$ cat config.mk
export PLATFORM = sky130hd
export DESIGN_NAME = three_register_cpu_execute_top
export DESIGN_NICKNAME = d
export VERILOG_FILES = /design/src/hw/rtl/tcpu_pkg.sv /design/src/hw/rtl/three_register_cpu_execute_top.sv /design/src/hw/rtl/tcpu_alu.sv
export SDC_FILE = /design/constraint.sdc
export NUM_CORES = 1
export LEC_CHECK = 0
export BUFFER_PORTS_ARGS = -buffer_cell sky130_fd_sc_hd__buf_2
export CAP_MARGIN = 10
export CORE_ASPECT_RATIO = 1.4
export CORE_MARGIN = 2
export CORE_UTILIZATION = 24
export DETAILED_ROUTE_END_ITERATION = 7
export SYNTH_ARGS = -nofsm -noshare
export SYNTH_HDL_FRONTEND = slang
export SYNTH_SLANG_ARGS = --single-unit
$ cat constraint.sdc
create_clock -name clk -period 5.4 [get_ports clk]
set_input_delay 1.08 -clock clk [delete_from_list [all_inputs] [get_ports clk]]
set_output_delay 1.08 -clock clk [all_outputs]
set_load 0.05 [all_outputs]
$ cat src/hw/rtl/tcpu_pkg.sv
// shared types and constants of the three-register execute block
// payload structs, opcode values, status codes and serial unit operation codes
// no dependencies
`default_nettype none

package tcpu_pkg;

	// instruction opcodes
	localparam logic [7:0] OP_MOV   = 8'h01;
	localparam logic [7:0] OP_ADD   = 8'h10;
	localparam logic [7:0] OP_SUB   = 8'h11;
	localparam logic [7:0] OP_MUL   = 8'h09;
	localparam logic [7:0] OP_DIV   = 8'h08;
	localparam logic [7:0] OP_AND   = 8'h12;
	localparam logic [7:0] OP_OR    = 8'h13;
	localparam logic [7:0] OP_XOR   = 8'h14;
	localparam logic [7:0] OP_NOT   = 8'h15;
	localparam logic [7:0] OP_NAND  = 8'h16;
	localparam logic [7:0] OP_NOR   = 8'h17;
	localparam logic [7:0] OP_PRINT = 8'h40;
	localparam logic [7:0] OP_HALT  = 8'hFF;

	// operand selectors that name a register
	localparam logic [7:0] SEL_A = 8'd0;
	localparam logic [7:0] SEL_B = 8'd1;
	localparam logic [7:0] SEL_C = 8'd2;

	// response status codes
	localparam logic [2:0] ST_DONE    = 3'd0;
	localparam logic [2:0] ST_HALT    = 3'd1;
	localparam logic [2:0] ST_UNKNOWN = 3'd2;
	localparam logic [2:0] ST_DIVZERO = 3'd3;
	localparam logic [2:0] ST_IGNORED = 3'd4;

	// serial unit operations
	localparam logic [3:0] ALU_MOV  = 4'd0;
	localparam logic [3:0] ALU_ADD  = 4'd1;
	localparam logic [3:0] ALU_SUB  = 4'd2;
	localparam logic [3:0] ALU_MUL  = 4'd3;
	localparam logic [3:0] ALU_DIV  = 4'd4;
	localparam logic [3:0] ALU_AND  = 4'd5;
	localparam logic [3:0] ALU_OR   = 4'd6;
	localparam logic [3:0] ALU_XOR  = 4'd7;
	localparam logic [3:0] ALU_NOT  = 4'd8;
	localparam logic [3:0] ALU_NAND = 4'd9;
	localparam logic [3:0] ALU_NOR  = 4'd10;

	localparam int unsigned DATA_W = 8;
	localparam int unsigned STEP_W = $clog2(DATA_W);

	typedef struct packed {
		logic [7:0] opcode;
		logic [7:0] first_operand;
		logic [7:0] second_operand;
	} tcpu_req_t;

	typedef struct packed {
		logic [2:0]  status;
		logic        bad_destination;
		logic        print_valid;
		logic [7:0]  print_value;
		logic [7:0]  reg_a_value;
		logic [7:0]  reg_b_value;
		logic [7:0]  reg_c_value;
		logic [15:0] next_pc;
		logic [31:0] cycle_count;
	} tcpu_rsp_t;

	// start request to the serial unit
	typedef struct packed {
		logic       start;
		logic [3:0] op;
		logic [7:0] lhs;
		logic [7:0] rhs;
	} tcpu_alu_req_t;

	// completion from the serial unit
	typedef struct packed {
		logic       done;
		logic [7:0] result;
	} tcpu_alu_rsp_t;

endpackage

`default_nettype wire

$ cat src/hw/rtl/three_register_cpu_execute_top.sv
// execute stage of a three-register 8-bit machine
// holds registers A, B, C, pc, cycle total and the stop flag; math in tcpu_alu
// depends on tcpu_pkg and tcpu_alu
//
// usage
//   request channel: req_valid / req_ready with req carrying opcode and two
//   operand bytes; one request is taken at an edge where both are high
//   response channel: rsp_valid / rsp_ready with rsp carrying status, flags,
//   the three registers, next pc and cycle count; one response per request
// request paths
//   arithmetic and logic requests pass from acceptance to rsp_valid through
//   8 bit-serial steps in tcpu_alu, its done flag, one write-back and one response load
//   print, halt, unknown opcode, divide by zero and requests after stop
//   skip the serial unit and the write-back and go straight to the response load
//   one request in flight at a time; the next request is taken once the
//   previous one has reached the response register
// reset
//   arst_n low clears registers, pc, cycle total, stop flag and rsp_valid
// stall
//   a response held by rsp_ready low stays stable in the output register;
//   one further request may be taken and executed behind it and waits
//   in its final state until the output register frees up
`default_nettype none

module three_register_cpu_execute_top (
	input  wire                 clk,
	input  wire                 arst_n,
	input  wire                 req_valid,
	output logic                req_ready,
	input  tcpu_pkg::tcpu_req_t req,
	output logic                rsp_valid,
	input  wire                 rsp_ready,
	output tcpu_pkg::tcpu_rsp_t rsp
);
	import tcpu_pkg::*;

	// control states
	localparam logic [1:0] S_IDLE   = 2'd0;
	localparam logic [1:0] S_EXEC   = 2'd1;
	localparam logic [1:0] S_WRITE  = 2'd2;
	localparam logic [1:0] S_FINISH = 2'd3;

	logic [1:0]  state_q;
	logic [7:0]  reg_a_q;
	logic [7:0]  reg_b_q;
	logic [7:0]  reg_c_q;
	logic [15:0] pc_q;
	logic [31:0] cyc_q;
	logic        stopped_q;

	// per-request bookkeeping
	logic [7:0]  dest_q;
	logic [3:0]  cost_q;
	logic [1:0]  len_q;
	logic [2:0]  status_q;
	logic        bad_q;
	logic        pvalid_q;
	logic [7:0]  pval_q;
	logic [7:0]  res_q;

	tcpu_rsp_t   rsp_q;
	logic        rsp_valid_q;

	tcpu_alu_req_t alu_req;
	tcpu_alu_rsp_t alu_rsp;

	logic        req_fire;
	logic        rsp_load;
	logic [7:0]  lhs;
	logic [7:0]  rhs;

	// decoded request
	logic [3:0]  dec_alu_op;
	logic        dec_use_alu;
	logic [3:0]  dec_cost;
	logic [1:0]  dec_len;
	logic [2:0]  dec_status;
	logic        dec_print;
	logic        dec_stop;

	function automatic logic [7:0] operand_value(input logic [7:0] sel, input logic [7:0] ra,
			input logic [7:0] rb, input logic [7:0] rc);
		logic [7:0] v;
		v = sel;
		if (sel == SEL_A) v = ra;
		if (sel == SEL_B) v = rb;
		if (sel == SEL_C) v = rc;
		return v;
	endfunction

	assign req_ready = (state_q == S_IDLE);
	assign req_fire  = req_valid && req_ready;
	assign rsp_load  = (state_q == S_FINISH) && (!rsp_valid_q || rsp_ready);

	assign lhs = operand_value(req.first_operand, reg_a_q, reg_b_q, reg_c_q);
	assign rhs = operand_value(req.second_operand, reg_a_q, reg_b_q, reg_c_q);

	always_comb begin
		dec_alu_op  = ALU_MOV;
		dec_use_alu = 1'b1;
		dec_cost    = 4'd0;
		dec_len     = 2'd3;
		dec_status  = ST_DONE;
		dec_print   = 1'b0;
		dec_stop    = 1'b0;
		unique case (req.opcode)
			OP_MOV:  begin dec_alu_op = ALU_MOV;  dec_cost = 4'd3; end
			OP_ADD:  begin dec_alu_op = ALU_ADD;  dec_cost = 4'd3; end
			OP_SUB:  begin dec_alu_op = ALU_SUB;  dec_cost = 4'd3; end
			OP_MUL:  begin dec_alu_op = ALU_MUL;  dec_cost = 4'd5; end
			OP_DIV: begin
				dec_alu_op = ALU_DIV;
				if (rhs == 8'd0) begin
					// divide by zero: pc moves, cycle total unchanged, block stops
					dec_use_alu = 1'b0;
					dec_status  = ST_DIVZERO;
					dec_stop    = 1'b1;
				end else begin
					dec_cost = 4'd10;
				end
			end
			OP_AND:  begin dec_alu_op = ALU_AND;  dec_cost = 4'd1; end
			OP_OR:   begin dec_alu_op = ALU_OR;   dec_cost = 4'd1; end
			OP_XOR:  begin dec_alu_op = ALU_XOR;  dec_cost = 4'd1; end
			OP_NOT:  begin dec_alu_op = ALU_NOT;  dec_cost = 4'd1; dec_len = 2'd2; end
			OP_NAND: begin dec_alu_op = ALU_NAND; dec_cost = 4'd2; end
			OP_NOR:  begin dec_alu_op = ALU_NOR;  dec_cost = 4'd2; end
			OP_PRINT: begin
				dec_use_alu = 1'b0;
				dec_print   = 1'b1;
				dec_cost    = 4'd2;
				dec_len     = 2'd2;
			end
			OP_HALT: begin
				dec_use_alu = 1'b0;
				dec_cost    = 4'd1;
				dec_len     = 2'd1;
				dec_status  = ST_HALT;
				dec_stop    = 1'b1;
			end
			default: begin
				dec_use_alu = 1'b0;
				dec_len     = 2'd1;
				dec_status  = ST_UNKNOWN;
				dec_stop    = 1'b1;
			end
		endcase
	end

	// start the serial unit for arithmetic and logic requests while running
	assign alu_req.start = req_fire && !stopped_q && dec_use_alu;
	assign alu_req.op    = dec_alu_op;
	assign alu_req.lhs   = lhs;
	assign alu_req.rhs   = rhs;

	tcpu_alu u_alu (
		.clk     (clk),
		.arst_n  (arst_n),
		.alu_req (alu_req),
		.alu_rsp (alu_rsp)
	);

	// control state and architectural registers
	always_ff @(posedge clk or negedge arst_n) begin
		if (!arst_n) begin
			state_q     <= S_IDLE;
			reg_a_q     <= 8'd0;
			reg_b_q     <= 8'd0;
			reg_c_q     <= 8'd0;
			pc_q        <= 16'd0;
			cyc_q       <= 32'd0;
			stopped_q   <= 1'b0;
			rsp_valid_q <= 1'b0;
		end else begin
			unique case (state_q)
				S_IDLE: begin
					if (req_fire) begin
						if (!stopped_q && dec_use_alu) begin
							state_q <= S_EXEC;
						end else begin
							state_q <= S_FINISH;
						end
						if (!stopped_q && dec_stop) begin
							stopped_q <= 1'b1;
						end
					end
				end
				S_EXEC: begin
					if (alu_rsp.done) begin
						state_q <= S_WRITE;
					end
				end
				S_WRITE: begin
					// register destination written; an immediate destination leaves the registers unchanged
					if (dest_q == SEL_A) reg_a_q <= res_q;
					if (dest_q == SEL_B) reg_b_q <= res_q;
					if (dest_q == SEL_C) reg_c_q <= res_q;
					state_q <= S_FINISH;
				end
				S_FINISH: begin
					if (rsp_load) begin
						pc_q    <= pc_q + {14'd0, len_q};
						cyc_q   <= cyc_q + {28'd0, cost_q};
						state_q <= S_IDLE;
					end
				end
				default: state_q <= S_IDLE;
			endcase

			priority if (rsp_load) begin
				rsp_valid_q <= 1'b1;
			end else if (rsp_ready) begin
				rsp_valid_q <= 1'b0;
			end
		end
	end

	// request bookkeeping and response payload
	always_ff @(posedge clk) begin
		if (req_fire) begin
			dest_q <= req.first_operand;
			bad_q  <= 1'b0;
			if (stopped_q) begin
				// already stopped: report unchanged state
				cost_q   <= 4'd0;
				len_q    <= 2'd0;
				status_q <= ST_IGNORED;
				pvalid_q <= 1'b0;
				pval_q   <= 8'd0;
			end else begin
				cost_q   <= dec_cost;
				len_q    <= dec_len;
				status_q <= dec_status;
				pvalid_q <= dec_print;
				pval_q   <= dec_print ? lhs : 8'd0;
			end
		end
		if (state_q == S_EXEC && alu_rsp.done) begin
			res_q <= alu_rsp.result;
			bad_q <= (dest_q != SEL_A) && (dest_q != SEL_B) && (dest_q != SEL_C);
		end
		if (rsp_load) begin
			rsp_q.status          <= status_q;
			rsp_q.bad_destination <= bad_q;
			rsp_q.print_valid     <= pvalid_q;
			rsp_q.print_value     <= pval_q;
			rsp_q.reg_a_value     <= reg_a_q;
			rsp_q.reg_b_value     <= reg_b_q;
			rsp_q.reg_c_value     <= reg_c_q;
			rsp_q.next_pc         <= pc_q + {14'd0, len_q};
			rsp_q.cycle_count     <= cyc_q + {28'd0, cost_q};
		end
	end

	assign rsp_valid = rsp_valid_q;
	assign rsp       = rsp_q;

endmodule

`default_nettype wire

$ cat src/hw/rtl/tcpu_alu.sv
// bit-serial arithmetic and logic unit, one bit per cycle
// add, sub and logic lsb first, mul by shift and add, div by restoring steps
// depends on tcpu_pkg
`default_nettype none

module tcpu_alu (
	input  wire                    clk,
	input  wire                    arst_n,
	input  tcpu_pkg::tcpu_alu_req_t alu_req,
	output tcpu_pkg::tcpu_alu_rsp_t alu_rsp
);
	import tcpu_pkg::*;

	logic [7:0]        a_q;
	logic [7:0]        b_q;
	logic [7:0]        r_q;
	logic [7:0]        rem_q;
	logic              carry_q;
	logic [3:0]        op_q;
	logic [STEP_W-1:0] cnt_q;
	logic              busy_q;
	logic              done_q;

	logic       x_bit;
	logic       y_bit;
	logic       res_bit;
	logic       carry_next;
	logic [9:0] div_diff;
	logic       div_ge;
	logic [7:0] mul_sum;

	assign x_bit = a_q[0];
	assign y_bit = (op_q == ALU_SUB) ? ~b_q[0] : b_q[0];

	always_comb begin
		carry_next = carry_q;
		unique case (op_q)
			ALU_ADD, ALU_SUB: begin
				res_bit    = x_bit ^ y_bit ^ carry_q;
				carry_next = (x_bit & y_bit) | (carry_q & (x_bit ^ y_bit));
			end
			ALU_MOV:  res_bit = y_bit;
			ALU_AND:  res_bit = x_bit & y_bit;
			ALU_OR:   res_bit = x_bit | y_bit;
			ALU_XOR:  res_bit = x_bit ^ y_bit;
			ALU_NOT:  res_bit = ~x_bit;
			ALU_NAND: res_bit = ~(x_bit & y_bit);
			ALU_NOR:  res_bit = ~(x_bit | y_bit);
			default:  res_bit = 1'b0;
		endcase
	end

	// restoring divide step: remainder stays below the divisor
	assign div_diff = {1'b0, rem_q, a_q[7]} - {2'b00, b_q};
	assign div_ge   = ~div_diff[9];
	assign mul_sum  = r_q + (b_q[0] ? a_q : 8'd0);

	always_ff @(posedge clk or negedge arst_n) begin
		if (!arst_n) begin
			busy_q <= 1'b0;
			done_q <= 1'b0;
			cnt_q  <= '0;
		end else begin
			done_q <= busy_q && !alu_req.start && (cnt_q == STEP_W'(DATA_W - 1));
			if (alu_req.start) begin
				busy_q <= 1'b1;
				cnt_q  <= '0;
			end else if (busy_q) begin
				cnt_q <= cnt_q + STEP_W'(1);
				if (cnt_q == STEP_W'(DATA_W - 1)) begin
					busy_q <= 1'b0;
				end
			end
		end
	end

	always_ff @(posedge clk) begin
		if (alu_req.start) begin
			a_q     <= alu_req.lhs;
			b_q     <= alu_req.rhs;
			r_q     <= 8'd0;
			rem_q   <= 8'd0;
			carry_q <= (alu_req.op == ALU_SUB);
			op_q    <= alu_req.op;
		end else if (busy_q) begin
			unique case (op_q)
				ALU_MUL: begin
					r_q <= mul_sum;
					a_q <= {a_q[6:0], 1'b0};
					b_q <= {1'b0, b_q[7:1]};
				end
				ALU_DIV: begin
					rem_q <= div_ge ? div_diff[7:0] : {rem_q[6:0], a_q[7]};
					a_q   <= {a_q[6:0], div_ge};
				end
				default: begin
					r_q     <= {res_bit, r_q[7:1]};
					a_q     <= {1'b0, a_q[7:1]};
					b_q     <= {1'b0, b_q[7:1]};
					carry_q <= carry_next;
				end
			endcase
		end
	end

	assign alu_rsp.done   = done_q;
	assign alu_rsp.result = (op_q == ALU_DIV) ? a_q : r_q;

endmodule

`default_nettype wire

==> out/qor.yml <==
setup_path:
  cp.required_ns: 5.60
  r2r_slack_ns: 2.53
  crit_path_start_kind: "input port"
  path_max_fanout: 24
  critPathKind: "in2reg"
  end_kind: "flip-flop"
  critPathArrivalTime_ns: 3.73
logic_synthesis:
  yosysSeqAreaShare: 0.5751
  synth_top_area_frac: 0.3700
  synth_ff_type: "edfxtp_1"
  netlist_area_sq_um: 11440
  synth_cell_types: 70
  syn_avg_cell_area_sq_um: 11.68
  synth_top_cell_by_area: "edfxtp_1"
  synthTopCellsByArea: "edfxtp_1 37%, dfrtp_1 18%, xnor2_1 3.7%, xor2_1 3.7%, mux2_2 3.3%"
  ys_ff_latch: 238
  synth_edf_count: 141
  synth_nets: 1043
  synthCells: 980
  yosys_warnings: 0
  async_reset_ff_frac: 0.3403
sta:
  setup_viol: 0
  fin_crit_sh: 0.6537
  tns_ns: 0
  skew_ns: 0.01361
  relSlewSlack: 0.2462
  fmax_ghz: 0.2833
  min_period_ns: 3.530
  final_hold_viol_count: 0
  rsz0062_at_grt: "no"
  whs_ns: 0.4182
  slew_violations: 0
  worst_pin_slew_ns: 1.131
worst_hold_path:
  holdCritPathClass: "reg2reg"
floorplan:
  die-height_um: 262.4
  core_area_sq_um: 47050
  num_rows: 94
  ios: 115
  dieArea_sq_um: 49470
  fp.dieW_um: 188.6
  initial_core_util: 0.2433
cts:
  cts_setup_buffers: 0
  cts_hold_buf: 0
  cts-buffers-inserted: 25
  cts_tree: "built"
  clock-sinks: 238
  clk_latency_ns: 0.54
  cts_resized: 0
  clockRootBuffer: "clkbuf_16"
  cts_htree_levels: 1
  clkSlewWorstSetupHoldPaths_ns: 0.06
  cts_max_path_buffers: 3
grt:
  grt_pass1_vias: 7813
  grt_max_degree: 88
  grt_pass1_wl_um: 44510
  overflow: 0
  grt_use_total: 0.1144
  antenna_found_initial: 2
drt:
  dr.pass1.iters: 5
  drc_errors: 0
  vias_per_cell: 4.488
  wl_um: 28450
  ant_nets: 0
  drtIter0Drc: 435
  post_drt_wl_per_cell_um: 16.38
  vias: 7795
layout:
  final_common_cell: "edfxtp_1"
  fillers: 4846
  mostFrequentLayoutCells: "141 x edfxtp_1, 113 x buf_2, 101 x nor2_1"
  syn2layout_area_growth_pct: 18.56
  layoutNonFillerInstCount: 1737
  layout-drive-gt1-share: 0.1959
  register_area_sq_um: 6581
  multiInputGateArea_sq_um: 4563
  post-route-util: 0.2884
  fin_nets: 1157
  antenna_cells: 0
power:
  power.total_uw: 5752
  p_per_area_nw_per_um2: 423.9
  p_leak_uw: 0.005577
  ir_drop_mv: 0.2620
run:
  drv_cap: 0
place:
  gp_congestion: 0.8241
  dpl.hpwl_um: 20910
  dp_cells: 1691
  numPortBuffers: 114
outcome:
  status: "finished clean"
-- Yosys cell counts, types with 25 or more instances --
cell type,number
nor3_1,25
edfxtp_1,141
ha_1,30
xnor2_1,49
inv_1,43
clkbuf_1,27
a21oi_1,47
nand2_1,79
mux2_2,34
mux2i_1,25
xor2_1,48
dfrtp_1,81
nor2_1,101
-- through the flow --
stage	setup WS, ns	instance area (sq um)
2_1_floorplan	0.9232	11440
3_3_place_gp	1.414	12720
3_5_place_dp	1.330	12720
4_1_cts	1.931	13570
5_1_grt	1.658	13570
6_report	1.870	13570
-- layout make-up --
| cell class | instances | area share |
|---|---|---|
| Clock buffer | 32 | 0.05025 |
| Clock inverter | 14 | 0.01217 |
| Inverter | 43 | 0.01208 |
| Multi-Input combinational cell | 664 | 0.3363 |
| Sequential cell | 238 | 0.4850 |
| Tap cell | 624 | 0.05754 |
| Timing Repair Buffer | 122 | 0.04666 |
-- layer usage --
| metal | GRT usage | up-vias | routed length [um] |
|---|---|---|---|
| met5 | 0 | - | 24 |
| met1 | 0.1299 | 3778 | 11340 |
| met4 | 0.05110 | 4 | 1170 |
| li1 | - | 3728 | - |
| met3 | 0.01910 | 63 | 1442 |
| met2 | 0.2083 | 222 | 14470 |
-- report_power, final --
group	switching, uW	total (uW)	internal [uW]
sequential	117	2430	2310
clock	727	1770	1040
combinational	1260	1550	293
total	2100	5750	3650
-- state kept, by name, summed over array words and instances, names as in the netlist, 2 cells and up --
| signal | count |
|---|---|
| cost_q | 4 |
| dest_q | 8 |
| res_q | 8 |
| pc_q | 16 |
| u_alu.op_q | 4 |
| u_alu.rem_q | 8 |
| u_alu.r_q | 8 |
| status_q | 3 |
| reg_c_q | 8 |
| u_alu.b_q | 8 |
| cyc_q | 32 |
| reg_a_q | 8 |
| len_q | 2 |
| u_alu.cnt_q | 3 |
| u_alu.a_q | 8 |
| state_q | 2 |
| pval_q | 8 |
| rsp | 85 |
| reg_b_q | 8 |
-- cells by family after synthesis --
group           count (synthesis)  share of synthesized area
xor+xnor                       97                    0.07423
flops                         238                     0.5751
buf+inv                        78                    0.02700
mux                            59                    0.05532
fa+ha+maj                      35                    0.04154
compound gates                148                    0.08648
simple gates                  325                     0.1404
-- final timing paths --
path | start | endpoint | cells after the start
min in group asynchronous | arst_n | cyc_q[31] | 1
setup / recovery | req[21] | u_alu.b_q[6] | 7
setup reg to reg | state_q[0] | u_alu.b_q[6] | 7
max in group asynchronous | arst_n | reg_b_q[5] | 2
hold / removal | status_q[2] | rsp[84] | 0
hold reg to reg | status_q[2] | rsp[84] | 0
-- worst max-delay path, stage by stage --
cell,delay [ns]
buf_2,0.12
nor3_1,0.49
o21ai_0,0.49
nand2_1,0.15
nand3_1,0.25
a31oi_4,0.70
nand2b_1,0.44
Power figures use the tool's default switching activity.
